**src/dds_frequency_stepper_top_assert.svh**
```systemverilog
// Assertion macros for the stepper RTL, included by the queue.
// Each macro samples on the rising edge of clock and is disabled during reset.
`ifndef DDS_FREQUENCY_STEPPER_TOP_ASSERT_SVH
`define DDS_FREQUENCY_STEPPER_TOP_ASSERT_SVH

`ifndef SYNTHESIS

// Plain property check
`define DFS_ASSERT(lbl, prop, msg) \
   lbl: assert property (@(posedge clock) disable iff (reset) (prop)) else $error(msg);

// Condition in this cycle implies consequence in the next one
`define DFS_ASSERT_NEXT(lbl, ante, cons, msg) \
   lbl: assert property (@(posedge clock) disable iff (reset) (ante) |=> (cons)) else $error(msg);

`else

`define DFS_ASSERT(lbl, prop, msg)
`define DFS_ASSERT_NEXT(lbl, ante, cons, msg)

`endif

`endif

```
**src/dfs_pkg.sv**
```systemverilog
`default_nettype none

package dfs_pkg;

   // Field widths
   localparam int FREQ_W      = 20;
   localparam int WORD_W      = 16;
   localparam int STEP_W      = 24;
   localparam int COUNT_W     = 8;
   localparam int CSR_INDEX_W = 3;
   localparam int CSR_DATA_W  = 20;

   // Register indexes
   localparam logic [CSR_INDEX_W-1:0] CSR_ACCEL_THRESHOLD   = 3'd0;
   localparam logic [CSR_INDEX_W-1:0] CSR_FREQ_MAX          = 3'd1;
   localparam logic [CSR_INDEX_W-1:0] CSR_FREQ_MIN          = 3'd2;
   localparam logic [CSR_INDEX_W-1:0] CSR_COARSE_MULTIPLIER = 3'd3;
   localparam logic [CSR_INDEX_W-1:0] CSR_MEDIUM_GAIN       = 3'd4;
   localparam logic [CSR_INDEX_W-1:0] CSR_FAST_GAIN         = 3'd5;

   // Event opcodes
   localparam logic OP_STEP    = 1'b0;
   localparam logic OP_RELEASE = 1'b1;

   // Queue between front and back
   localparam int DFS_QUEUE_DEPTH = 4;

   // Frequency after reset
   localparam logic [FREQ_W-1:0] FREQ_RESET = 20'd100;

   // 2^28 / 25 MHz reduces to 2^22 / 390625; remainder threshold scaled by 1/64
   localparam logic [FREQ_W-1:0] REF_DIVISOR = 20'd390625;
   localparam logic [18:0]       ROUND_LIMIT = 19'd196608;
   localparam logic [WORD_W-1:0] WORD_TAG    = 16'h4000;

   typedef struct packed {
      logic [7:0]        accel_threshold;
      logic [FREQ_W-1:0] freq_max;
      logic [FREQ_W-1:0] freq_min;
      logic [15:0]       coarse_multiplier;
      logic [7:0]        medium_gain;
      logic [7:0]        fast_gain;
   } dfs_config_type;

   localparam dfs_config_type CFG_RESET = '{
      accel_threshold:   8'd15,
      freq_max:          20'd999999,
      freq_min:          20'd1,
      coarse_multiplier: 16'd1000,
      medium_gain:       8'd5,
      fast_gain:         8'd20
   };

   typedef struct packed {
      logic full;
      logic empty;
   } dfs_queue_status_type;

endpackage

`default_nettype wire

```
**src/dfs_front.sv**
```systemverilog
`default_nettype none

module dfs_front (
   input  wire                          clock,
   input  wire                          reset,
   input  dfs_pkg::dfs_config_type      cfg,
   input  wire                          req_valid,
   output logic                         req_stall,
   input  wire                          req_opcode,
   input  wire                          req_direction_up,
   input  wire                          req_coarse,
   input  wire                          req_still_held,
   input  dfs_pkg::dfs_queue_status_type q_status,
   output logic                         q_push,
   output logic [dfs_pkg::FREQ_W-1:0]   q_push_data
);
   import dfs_pkg::*;

   // Hold counters and frequency state
   logic [COUNT_W-1:0] first_count_ff, first_count_in;
   logic [COUNT_W-1:0] second_count_ff, second_count_in;
   logic [FREQ_W-1:0]  freq_ff, freq_in;

   // Classified event waiting for the frequency update
   logic               a_valid_ff;
   logic               a_release_ff;
   logic               a_up_ff;
   logic               a_accel_ff;
   logic [STEP_W-1:0]  a_step_ff;

   logic               advance;
   logic               accept;
   logic               accel;
   logic [7:0]         gain;
   logic [15:0]        base;
   logic [STEP_W-1:0]  step_in;

   logic               move;
   logic signed [25:0] freq_s;
   logic signed [25:0] moved_s;
   logic signed [25:0] hi_clamped_s;
   logic signed [25:0] lo_clamped_s;

   assign advance   = !a_valid_ff || !q_status.full;
   assign req_stall = !advance;
   assign accept    = req_valid && advance;

   // Classify the event and form the accelerated step
   always_comb begin
      accel = first_count_ff >= cfg.accel_threshold;
      if (!accel) begin
         gain = 8'd1;
      end else if (second_count_ff >= cfg.accel_threshold) begin
         gain = cfg.fast_gain;
      end else begin
         gain = cfg.medium_gain;
      end
      base    = req_coarse ? cfg.coarse_multiplier : 16'd1;
      step_in = STEP_W'(base) * STEP_W'(gain);
   end

   // Counter update on each accepted event
   always_comb begin
      first_count_in  = first_count_ff;
      second_count_in = second_count_ff;
      if (req_opcode == OP_RELEASE) begin
         first_count_in  = '0;
         second_count_in = '0;
      end else if (req_still_held) begin
         if (first_count_ff < cfg.accel_threshold) begin
            first_count_in = first_count_ff + 1'b1;
         end else if (second_count_ff < cfg.accel_threshold) begin
            second_count_in = second_count_ff + 1'b1;
         end
      end
   end

   // Frequency move and clamp
   always_comb begin
      freq_s  = $signed({6'b0, freq_ff});
      move    = a_accel_ff || a_up_ff || (freq_ff > cfg.freq_min);
      moved_s = freq_s;
      if (move) begin
         moved_s = a_up_ff ? freq_s + $signed({2'b0, a_step_ff})
                           : freq_s - $signed({2'b0, a_step_ff});
      end
      hi_clamped_s = (moved_s > $signed({6'b0, cfg.freq_max})) ?
                     $signed({6'b0, cfg.freq_max}) : moved_s;
      lo_clamped_s = (hi_clamped_s < $signed({6'b0, cfg.freq_min})) ?
                     $signed({6'b0, cfg.freq_min}) : hi_clamped_s;
      freq_in      = a_release_ff ? freq_ff : lo_clamped_s[FREQ_W-1:0];
   end

   assign q_push      = a_valid_ff && !q_status.full;
   assign q_push_data = freq_in;

   // Control state
   always_ff @(posedge clock) begin
      if (reset) begin
         a_valid_ff      <= 1'b0;
         first_count_ff  <= '0;
         second_count_ff <= '0;
         freq_ff         <= FREQ_RESET;
      end else begin
         if (advance) begin
            a_valid_ff <= req_valid;
         end
         if (accept) begin
            first_count_ff  <= first_count_in;
            second_count_ff <= second_count_in;
         end
         if (q_push) begin
            freq_ff <= freq_in;
         end
      end
   end

   // Event payload
   always_ff @(posedge clock) begin
      if (accept) begin
         a_release_ff <= (req_opcode == OP_RELEASE);
         a_up_ff      <= req_direction_up;
         a_accel_ff   <= accel;
         a_step_ff    <= step_in;
      end
   end

endmodule

`default_nettype wire

```
**src/dfs_queue.sv**
```systemverilog
`default_nettype none
`include "dds_frequency_stepper_top_assert.svh"

module dfs_queue #(
   parameter int DEPTH = dfs_pkg::DFS_QUEUE_DEPTH
) (
   input  wire                           clock,
   input  wire                           reset,
   input  wire                           push,
   input  wire  [dfs_pkg::FREQ_W-1:0]    push_data,
   input  wire                           pop,
   output logic [dfs_pkg::FREQ_W-1:0]    pop_data,
   output dfs_pkg::dfs_queue_status_type status
);
   import dfs_pkg::*;

   localparam int PTR_W = $clog2(DEPTH);
   localparam int CNT_W = $clog2(DEPTH + 1);

   logic [FREQ_W-1:0] entry_ff [DEPTH];
   logic [PTR_W-1:0]  wr_ptr_ff, wr_ptr_in;
   logic [PTR_W-1:0]  rd_ptr_ff, rd_ptr_in;
   logic [CNT_W-1:0]  count_ff, count_in;

   // Pointer wrap and fill count
   always_comb begin
      wr_ptr_in = (wr_ptr_ff == PTR_W'(DEPTH - 1)) ? '0 : PTR_W'(wr_ptr_ff + 1'b1);
      rd_ptr_in = (rd_ptr_ff == PTR_W'(DEPTH - 1)) ? '0 : PTR_W'(rd_ptr_ff + 1'b1);
      case ({push, pop})
         2'b10:   count_in = CNT_W'(count_ff + 1'b1);
         2'b01:   count_in = CNT_W'(count_ff - 1'b1);
         default: count_in = count_ff;
      endcase
   end

   assign status.full  = (count_ff == CNT_W'(DEPTH));
   assign status.empty = (count_ff == '0);
   assign pop_data     = entry_ff[rd_ptr_ff];

   always_ff @(posedge clock) begin
      if (reset) begin
         wr_ptr_ff <= '0;
         rd_ptr_ff <= '0;
         count_ff  <= '0;
      end else begin
         if (push) begin
            wr_ptr_ff <= wr_ptr_in;
         end
         if (pop) begin
            rd_ptr_ff <= rd_ptr_in;
         end
         count_ff <= count_in;
      end
   end

   // Entry storage
   always_ff @(posedge clock) begin
      if (push) begin
         entry_ff[wr_ptr_ff] <= push_data;
      end
   end

   `DFS_ASSERT(a_count_bound, count_ff <= CNT_W'(DEPTH), "queue count above depth")
   `DFS_ASSERT(a_no_push_full, push |-> !status.full, "transfer into a full queue")
   `DFS_ASSERT(a_no_pop_empty, pop |-> !status.empty, "transfer out of an empty queue")
   `DFS_ASSERT_NEXT(a_count_up, push && !pop, count_ff == CNT_W'($past(count_ff) + 1'b1), "queue count did not rise on push")

endmodule

`default_nettype wire

```
**src/dfs_back.sv**
```systemverilog
`default_nettype none

module dfs_back (
   input  wire                           clock,
   input  wire                           reset,
   input  dfs_pkg::dfs_queue_status_type q_status,
   input  wire  [dfs_pkg::FREQ_W-1:0]    q_pop_data,
   output logic                          q_pop,
   output logic                          rsp_valid,
   input  wire                           rsp_stall,
   output logic [dfs_pkg::FREQ_W-1:0]    rsp_frequency_hz,
   output logic [dfs_pkg::WORD_W-1:0]    rsp_lsb_word,
   output logic [dfs_pkg::WORD_W-1:0]    rsp_msb_word
);
   import dfs_pkg::*;

   localparam int STAGES = 4;

   typedef struct packed {
      logic [18:0] rem;
      logic [23:0] quo;
   } div_state_type;

   // One restoring step: shift remainder, subtract divisor when it fits
   function automatic div_state_type div_step(input div_state_type s);
      logic [19:0]   shifted;
      div_state_type r;
      shifted = {s.rem, 1'b0};
      if (shifted >= REF_DIVISOR) begin
         r.rem = 19'(shifted - REF_DIVISOR);
         r.quo = {s.quo[22:0], 1'b1};
      end else begin
         r.rem = shifted[18:0];
         r.quo = {s.quo[22:0], 1'b0};
      end
      return r;
   endfunction

   logic                advance;
   logic [STAGES-1:0]   st_valid_ff;
   div_state_type       st_ff      [STAGES];
   div_state_type       st_in      [STAGES];
   logic [FREQ_W-1:0]   st_freq_ff [STAGES];

   logic                out_valid_ff;
   logic [FREQ_W-1:0]   out_freq_ff;
   logic [WORD_W-1:0]   out_lsb_ff, out_lsb_in;
   logic [WORD_W-1:0]   out_msb_ff, out_msb_in;
   logic [23:0]         word;

   // Whole pipeline moves when the output register can take a result
   assign advance = !out_valid_ff || !rsp_stall;
   assign q_pop   = advance && !q_status.empty;

   // Integer part of f / divisor (at most 2), then 22 fraction steps over 3 stages
   always_comb begin
      if (q_pop_data >= (REF_DIVISOR << 1)) begin
         st_in[0].rem = 19'(q_pop_data - (REF_DIVISOR << 1));
         st_in[0].quo = 24'd2;
      end else if (q_pop_data >= REF_DIVISOR) begin
         st_in[0].rem = 19'(q_pop_data - REF_DIVISOR);
         st_in[0].quo = 24'd1;
      end else begin
         st_in[0].rem = q_pop_data[18:0];
         st_in[0].quo = 24'd0;
      end

      st_in[1] = st_ff[0];
      for (int i = 0; i < 8; i++) begin
         st_in[1] = div_step(st_in[1]);
      end
      st_in[2] = st_ff[1];
      for (int i = 0; i < 7; i++) begin
         st_in[2] = div_step(st_in[2]);
      end
      st_in[3] = st_ff[2];
      for (int i = 0; i < 7; i++) begin
         st_in[3] = div_step(st_in[3]);
      end
   end

   // Round up on a large remainder and tag the 14-bit low half and the 10-bit high part
   always_comb begin
      word       = st_ff[STAGES-1].quo + 24'(st_ff[STAGES-1].rem >= ROUND_LIMIT);
      out_lsb_in = WORD_TAG | {2'b0, word[13:0]};
      out_msb_in = WORD_TAG | {6'b0, word[23:14]};
   end

   // Valid bits
   always_ff @(posedge clock) begin
      if (reset) begin
         st_valid_ff  <= '0;
         out_valid_ff <= 1'b0;
      end else if (advance) begin
         st_valid_ff  <= {st_valid_ff[STAGES-2:0], !q_status.empty};
         out_valid_ff <= st_valid_ff[STAGES-1];
      end
   end

   // Stage and output payload
   always_ff @(posedge clock) begin
      if (advance) begin
         st_ff[0]      <= st_in[0];
         st_freq_ff[0] <= q_pop_data;
         for (int k = 1; k < STAGES; k++) begin
            st_ff[k]      <= st_in[k];
            st_freq_ff[k] <= st_freq_ff[k-1];
         end
         out_freq_ff <= st_freq_ff[STAGES-1];
         out_lsb_ff  <= out_lsb_in;
         out_msb_ff  <= out_msb_in;
      end
   end

   assign rsp_valid        = out_valid_ff;
   assign rsp_frequency_hz = out_freq_ff;
   assign rsp_lsb_word     = out_lsb_ff;
   assign rsp_msb_word     = out_msb_ff;

endmodule

`default_nettype wire

```
**src/dds_frequency_stepper_top.sv**
```systemverilog
// DDS frequency stepper. Each event on the req_ channel (a step or a button release)
// yields one transfer on the rsp_ channel: the frequency in hertz after the event and
// the two tagged SPI words of the 28-bit tuning word for a 25 MHz reference. The block
// takes one event per clock cycle while its queue has room. The rate is set by the
// frequency update, which is combinational on the stored frequency once the
// accelerated step has been formed and registered at intake; the tuning-word division
// runs as a four-stage pipeline behind a small queue, so a stalled rsp_ side only
// holds the req_ side once that queue has filled. Registers are to be written through
// csr_ only while the block is idle; the block does not enforce this. csr_ready is
// always high and indexes beyond the register list are ignored.
`default_nettype none

module dds_frequency_stepper_top #(
   parameter int QUEUE_DEPTH = dfs_pkg::DFS_QUEUE_DEPTH
) (
   input  wire                              clock,
   input  wire                              reset,
   input  wire                              csr_valid,
   output logic                             csr_ready,
   input  wire  [dfs_pkg::CSR_INDEX_W-1:0]  csr_index,
   input  wire  [dfs_pkg::CSR_DATA_W-1:0]   csr_data,
   input  wire                              req_valid,
   output logic                             req_stall,
   input  wire                              req_opcode,
   input  wire                              req_direction_up,
   input  wire                              req_coarse,
   input  wire                              req_still_held,
   output logic                             rsp_valid,
   input  wire                              rsp_stall,
   output logic [dfs_pkg::FREQ_W-1:0]       rsp_frequency_hz,
   output logic [dfs_pkg::WORD_W-1:0]       rsp_lsb_word,
   output logic [dfs_pkg::WORD_W-1:0]       rsp_msb_word
);
   import dfs_pkg::*;

   dfs_config_type       cfg_ff, cfg_in;
   dfs_queue_status_type q_status;
   logic                 q_push;
   logic                 q_pop;
   logic [FREQ_W-1:0]    q_push_data;
   logic [FREQ_W-1:0]    q_pop_data;

   assign csr_ready = 1'b1;

   // Register write decode
   always_comb begin
      cfg_in = cfg_ff;
      if (csr_valid && csr_ready) begin
         case (csr_index)
            CSR_ACCEL_THRESHOLD:   cfg_in.accel_threshold   = csr_data[7:0];
            CSR_FREQ_MAX:          cfg_in.freq_max          = csr_data[FREQ_W-1:0];
            CSR_FREQ_MIN:          cfg_in.freq_min          = csr_data[FREQ_W-1:0];
            CSR_COARSE_MULTIPLIER: cfg_in.coarse_multiplier = csr_data[15:0];
            CSR_MEDIUM_GAIN:       cfg_in.medium_gain       = csr_data[7:0];
            CSR_FAST_GAIN:         cfg_in.fast_gain         = csr_data[7:0];
            default:               cfg_in = cfg_ff;
         endcase
      end
   end

   always_ff @(posedge clock) begin
      if (reset) begin
         cfg_ff <= CFG_RESET;
      end else begin
         cfg_ff <= cfg_in;
      end
   end

   dfs_front u_front (
      .clock            (clock),
      .reset            (reset),
      .cfg              (cfg_ff),
      .req_valid        (req_valid),
      .req_stall        (req_stall),
      .req_opcode       (req_opcode),
      .req_direction_up (req_direction_up),
      .req_coarse       (req_coarse),
      .req_still_held   (req_still_held),
      .q_status         (q_status),
      .q_push           (q_push),
      .q_push_data      (q_push_data)
   );

   dfs_queue #(
      .DEPTH (QUEUE_DEPTH)
   ) u_queue (
      .clock     (clock),
      .reset     (reset),
      .push      (q_push),
      .push_data (q_push_data),
      .pop       (q_pop),
      .pop_data  (q_pop_data),
      .status    (q_status)
   );

   dfs_back u_back (
      .clock            (clock),
      .reset            (reset),
      .q_status         (q_status),
      .q_pop_data       (q_pop_data),
      .q_pop            (q_pop),
      .rsp_valid        (rsp_valid),
      .rsp_stall        (rsp_stall),
      .rsp_frequency_hz (rsp_frequency_hz),
      .rsp_lsb_word     (rsp_lsb_word),
      .rsp_msb_word     (rsp_msb_word)
   );

endmodule

`default_nettype wire

```
**config.mk**
```make
export PLATFORM = sky130hd
export DESIGN_NAME = dds_frequency_stepper_top
export DESIGN_NICKNAME = d
export VERILOG_FILES = /design/src/dfs_pkg.sv /design/src/dfs_front.sv /design/src/dfs_queue.sv /design/src/dfs_back.sv /design/src/dds_frequency_stepper_top.sv
export VERILOG_INCLUDE_DIRS = /design/src /design/src/src
export SDC_FILE = /design/constraint.sdc
export NUM_CORES = 2
export LEC_CHECK = 0
export ABC_AREA = 1
export BUFFER_PORTS_ARGS = -buffer_cell sky130_fd_sc_hd__buf_4
export CAP_MARGIN = 20
export CORE_ASPECT_RATIO = 1.4
export CORE_MARGIN = 2
export CORE_UTILIZATION = 34
export CTS_CLUSTER_SIZE = 14
export DETAILED_ROUTE_END_ITERATION = 10
export SKIP_CTS_REPAIR_TIMING = 1
export SLEW_MARGIN = 20
export SYNTH_ARGS = -nofsm -noshare
export SYNTH_HDL_FRONTEND = slang
export SYNTH_SLANG_ARGS = --single-unit
```
**constraint.sdc**
```tcl
create_clock -name clock -period 9.5 [get_ports clock]
set_clock_uncertainty 0.2 [all_clocks]
set_input_delay 1.425 -clock clock [delete_from_list [all_inputs] [get_ports clock]]
set_output_delay 1.425 -clock clock [all_outputs]
set_load 0.02 [all_outputs]
```
# After elaboration in Yosys (flattened, before gate mapping)
# Memories as Yosys holds them, arrays and structs flattened. A register that Yosys moved wholly into a read port is not among the register bits.
# Index checks and enable logic that the tools add are counted.
[word_totals]
reg_bits = 180
latchBits = 0
mem_bits_rw = 332
mem_bits_ro = 0
input_bits = 32
output_inout_bits = 55
word_cells = 176
memories = 3
[classes]
n_addsub = 33
mul = 1
div_mod_pow = 0
order_cmp = 32
n_eq_ne = 11
shifts = 0
muxes = 48
bitwise = 0
n_reduce_logical = 27
[mem_list]
columns = ["memory", "words", "word_bits", "read_ports", "rd_clocked_by_memory_dff", "write_ports", "line", "source"]
rows = [
  ["u_back.st_ff", 4, 43, 4, 0, 4, "dfs_back.sv:41", "div_state_type st_ff [STAGES];"],
  ["u_back.st_freq_ff", 4, 20, 4, 1, 4, "dfs_back.sv:43", "logic [FREQ_W-1:0] st_freq_ff [STAGES];"],
  ["u_queue.entry_ff", 4, 20, 1, 1, 1, "dfs_queue.sv:20", "logic [FREQ_W-1:0] entry_ff [DEPTH];"],
]
[op_table]
columns = ["cell", "count"]
rows = [
  ["$mux 43", 24],
  ["$ge 20x19->1 const B", 23],
  ["$sub 19x19->19 const B", 23],
  ["$mux 26", 3],
  ["$mux 8", 9],
  ["$mux 20", 2],
  ["$gt 26x21->1", 1],
  ["$lt 26x21->1", 1],
  ["$add 20x24->25", 1],
  ["$sub 20x24->25", 1],
  ["$add 24x1->24", 1],
  ["$mul 16x8->24", 1],
  ["$ge 20x20->1 const B", 1],
  ["$gt 20x20->1", 1],
  ["$ge 19x18->1 const B", 1],
  ["$sub 19x18->19 const B", 1],
  ["$add 8x1->8 const B", 2],
  ["$ge 8x8->1", 2],
  ["$lt 8x8->1", 2],
  ["$mux 16", 1],
  ["$reduce_and 2->1", 6],
  ["$eq 3x3->1 const B", 3],
  ["$mux 2", 4],
  ["$reduce_bool 2->1", 4],
  ["16 further kinds", 34],
]

# Depth between registers and ports, before layout
# An unclocked memory read counts as a cell.
[logic_depth]
word_depth = 17
ltp_mapped = 85
mapped_depth_nobuf = 81

# Hierarchy
# Synthesis repeated with hierarchy kept, for this count alone.
[unflattened]
cells_unflattened = 6221
hier_area_um2 = 41990.3
[by_module_without_submodules]
columns = ["module", "n_inst", "cells_each", "area_each_um2", "seq_area_each_um2"]
rows = [
  ["dfs_back", 1, 3664, 23361.2, 7216.9],
  ["dfs_front", 1, 1855, 12090.3, 1551.5],
  ["dfs_queue", 1, 254, 3400.8, 2582.5],
  ["dds_frequency_stepper_top", 1, 448, 3138.0, 1601.5],
]

# Worst setup path after synthesis
# No wires, ideal clock.
[synth_timing]
kind = "flip-flop to flip-flop"
from = "mem u_back.st_ff[0][32] in the netlist's numbering"
to = "mem u_back.st_ff[1][36] in the netlist's numbering (data pin)"
setup_time_ns = 0.252
t_arrival_ns = 8.936
required_time_ns = 9.048
setup_slack_ns = 0.112
path_stages_with_launch = 80
path_buffers = 6
period_less_slack_ns = 9.388
cell_sequence = "edfxtp_1 -> inv_1 -> nand2_1 -> o21ai_4 -> nand3_4 -> nand2_4 -> inv_2 -> ha_1 -> inv_1 -> nand3_1 -> nor2_1 -> nor2_1 -> nand3_1 -> nand3_1 -> nand3_4 -> nand2_4 -> inv_2 -> ha_1 -> [... 44 more ...] -> nand2_2 -> nand4_2 -> nand2_4 -> nand2_4 -> nand2_2 -> buf_6 -> buf_6 -> nand2_1 -> nand2_2 -> nor2_1 -> nand2_1 -> nor2_2 -> nand2_2 -> nand2_4 -> buf_6 -> nand2_1 -> nand2_1 -> nand2_1"
[synth_lines]
columns = ["item", "line"]
rows = [
  ["start: declaration", "dfs_back.sv:41"],
]

==> results.yml <==
critical_path:
  critPathLaunch: "u_back.st_ff[0][32]$_DFFE_PP_"
  path_class: "reg2reg"
  ff2ff_setup_slack_ns: 0.62
  critPathCapture: "u_back.st_ff[1][28]$_DFFE_PP_"
  reg2reg_to: "u_back.st_ff[1][28]$_DFFE_PP_"
  slowest_delay_ns: 0.42
  crit_slowest_cell: "edfxtp_1"
  path_max_fanout: 21
  crit_path_frequent_cell: "nand2_2"
  end_kind: "flip-flop"
  r2r-start: "u_back.st_ff[0][32]$_DFFE_PP_"
  r2r_cells: 72
  critPathRequiredTime_ns: 9.66
  crit_arrival_ns: 9.04
  startpoint_type: "flip-flop"
timing:
  period_needed_ns: 8.88
  slew_viol_final: 0
  hold_viol: 0
  slew_headroom_pct: 32.8
  setup_viol: 0
  max_freq_mhz: 113
  tightestPinTransition_ns: 1.01
  tns_ns: 0
  fin_crit_sh_pct: 93.5
  worst_slack_ns: 0.619
  rsz0062_at_grt: "true"
detailed_routing:
  wl_per_cell_um: 14.0
  wl_met2_um: 55500
  ant_nets: 0
  dr.pass1.iters: 6
  wl_um: 105000
  met1_length_um: 43200
  drc: 0
  routed-wl-met3_um: 2900
  vias: 36500
  post_drt_via_cell_ratio: 4.87
  drt_iter0_drc: 1821
  highest_layer: "met4"
clock_network:
  cts_max_path_buffers: 3
  cts_buffers: 52
  h-tree-depth: 2
  cts_tree: "built"
  cts_sinks: 475
  clkTransAtPathRegs_ns: 0.07
  cts_root_buf: "clkbuf_16"
  clkLatencyLatePin_ns: 0.65
layout:
  antenna_cells: 0
  most-common-layout-cells: "nand2_1, inv_1, nor2_1"
  multi_input_area_um2: 23800
  drive_gt1_share_pct: 11.7
  stdcell_count: 7492
  seqCellArea_um2: 13000
  nets: 6263
  synthToLayoutAreaGrowth_pct: 15.0
  final_common_cell: "nand2_1"
  num-fill-cells: 12100
hold_path:
  hold_start: "u_back.st_ff[2][3]$_DFFE_PP_"
  hold_path.class: "reg2reg"
logic_synthesis:
  ys.warnings.count: 0
  synth_top_area_cell: "edfxtp_1"
  ys_seq_area_share_pct: 32.4
  synth_ff_type: "edfxtp_1"
  syn_inst: 5723
  avgSynthCellArea_um2: 6.99
  ys_seq_elements: 475
  synth_area_leaders: "edfxtp_1, nand2_1, inv_1"
  synth_top_area_share_pct: 25.8
  synth_edf_count: 344
  synthArstFlopShare_pct: 0
  syn_area_um2: 40000
  yosysUniqueCellTypes: 69
placement:
  finalWeightedCongestion: 0.918
  place_inst: 7338
  io_buffers: 77
  post-place-ws_ns: -0.223
  hpwl_um: 82500
global_route:
  grt_overflow: 0
  grt_max_degree: 83
  grt.total_usage_pct: 17.0
  antenna_found_initial: 0
  grt_pass1_wl_um: 171000
  grt_pass1_vias: 35000
floorplan:
  start_util_pct: 34.4
  dieWidth_um: 294
  rows: 148
  core-area_um2: 116000
  die_h_um: 410
  io_pins: 87
  fp.dieArea_um2: 121000
status:
  status: "finished, final reports clean"
job:
  cap_violations: 0
[worst min path at each step]
stage,to,slack [ns],cells after the start
global placement,u_back.st_freq_ff[3][11]$_DFFE_PP_,0.20,0
detailed placement,u_back.rsp_frequency_hz[12]$_DFFE_PP_,0.20,0
CTS,u_back.st_ff[3][10]$_DFFE_PP_,0.21,0
floorplan,u_back.rsp_frequency_hz[0]$_DFFE_PP_,0.20,0
finish,u_back.st_ff[3][10]$_DFFE_PP_,0.21,0
global route,u_back.rsp_frequency_hz[14]$_DFFE_PP_,0.22,0
[through the flow]
step,hold slack [ns],cell area [um^2],utilization (%)
finish,0.208,46000,39.5
global route,0.222,46000,39.5
CTS,0.205,44800,38.4
detailed placement,0.205,43000,36.9
global placement,0.201,43000,36.9
floorplan,0.200,40000,-
[cells in the mapped netlist, types with 31 or more instances]
master,number
ha_1,196
xor2_1,191
nand2_1,1760
nor2_1,562
o21ai_1,37
buf_6,31
edfxtp_1,344
inv_2,36
nand4_1,66
inv_1,794
fa_1,87
dfxtp_1,131
nor3_1,39
a21oi_1,231
clkbuf_1,69
nand2_2,50
o21ai_0,280
nand3_1,466
[worst max-delay path: cells and delay by family, from the launching register on]
kind                     cells  cell delay (ns)
buffers and inverters       13             1.25
AND/OR/NAND/NOR             51             5.06
flip-flops                   1             0.42
AO/OA/AOI/OAI                4             0.55
adder cells (fa/ha/maj)      4             1.13
[flip-flops by register name (all words and copies together) (netlist names), named ones only]
name and count:
cfg_ff 80, u_back.rsp_frequency_hz 20, u_back.rsp_lsb_word 14, u_back.rsp_msb_word 10
u_back.rsp_valid 1, u_back.st_ff 113, u_back.st_freq_ff 80, u_back.st_valid_ff 4
u_front.a_accel_ff 1, u_front.a_release_ff 1, u_front.a_step_ff 24, u_front.a_up_ff 1
u_front.a_valid_ff 1, u_front.first_count_ff 8, u_front.freq_ff 20, u_front.second_count_ff 8
u_queue.count_ff 3, u_queue.entry_ff 80, u_queue.rd_ptr_ff 2, u_queue.wr_ptr_ff 2
[area by class of cell]
type / count / area share (%)
Clock buffer: 64 / 2.97
Clock inverter: 34 / 0.933
Inverter: 836 / 6.83
Multi-Input combinational cell: 4277 / 51.8
Sequential cell: 475 / 28.2
Tap cell: 1500 / 4.08
Timing Repair Buffer: 306 / 5.26
[layer usage]
metal / vias to the layer above / track usage (%)
met1: 16800 / 19.2
met5: - / 0
li1: 18900 / -
met3: 194 / 1.53
met4: 0 / 5.69
met2: 597 / 32.9
[logic make-up (layout without fill, tap and decap cells)]
kind of cell | after synthesis | count (layout) | share of synthesized area [%]
and+or+nand+nor | 3057 | 3061 | 32.3
adders and majority gates | 283 | 283 | 10.5
xor gates and xnor gates | 213 | 213 | 4.66
AOI/OAI and AO/OA | 710 | 710 | 10.0
muxes | 1 | 1 | 0.0250
other | 2 | 9 | 0.0188
DFF | 475 | 475 | 32.4
buffers and inverters | 982 | 1240 | 10.1
Power is not shown: default switching activity piles up to over one toggle a cycle in this logic, so the estimate is an artifact.
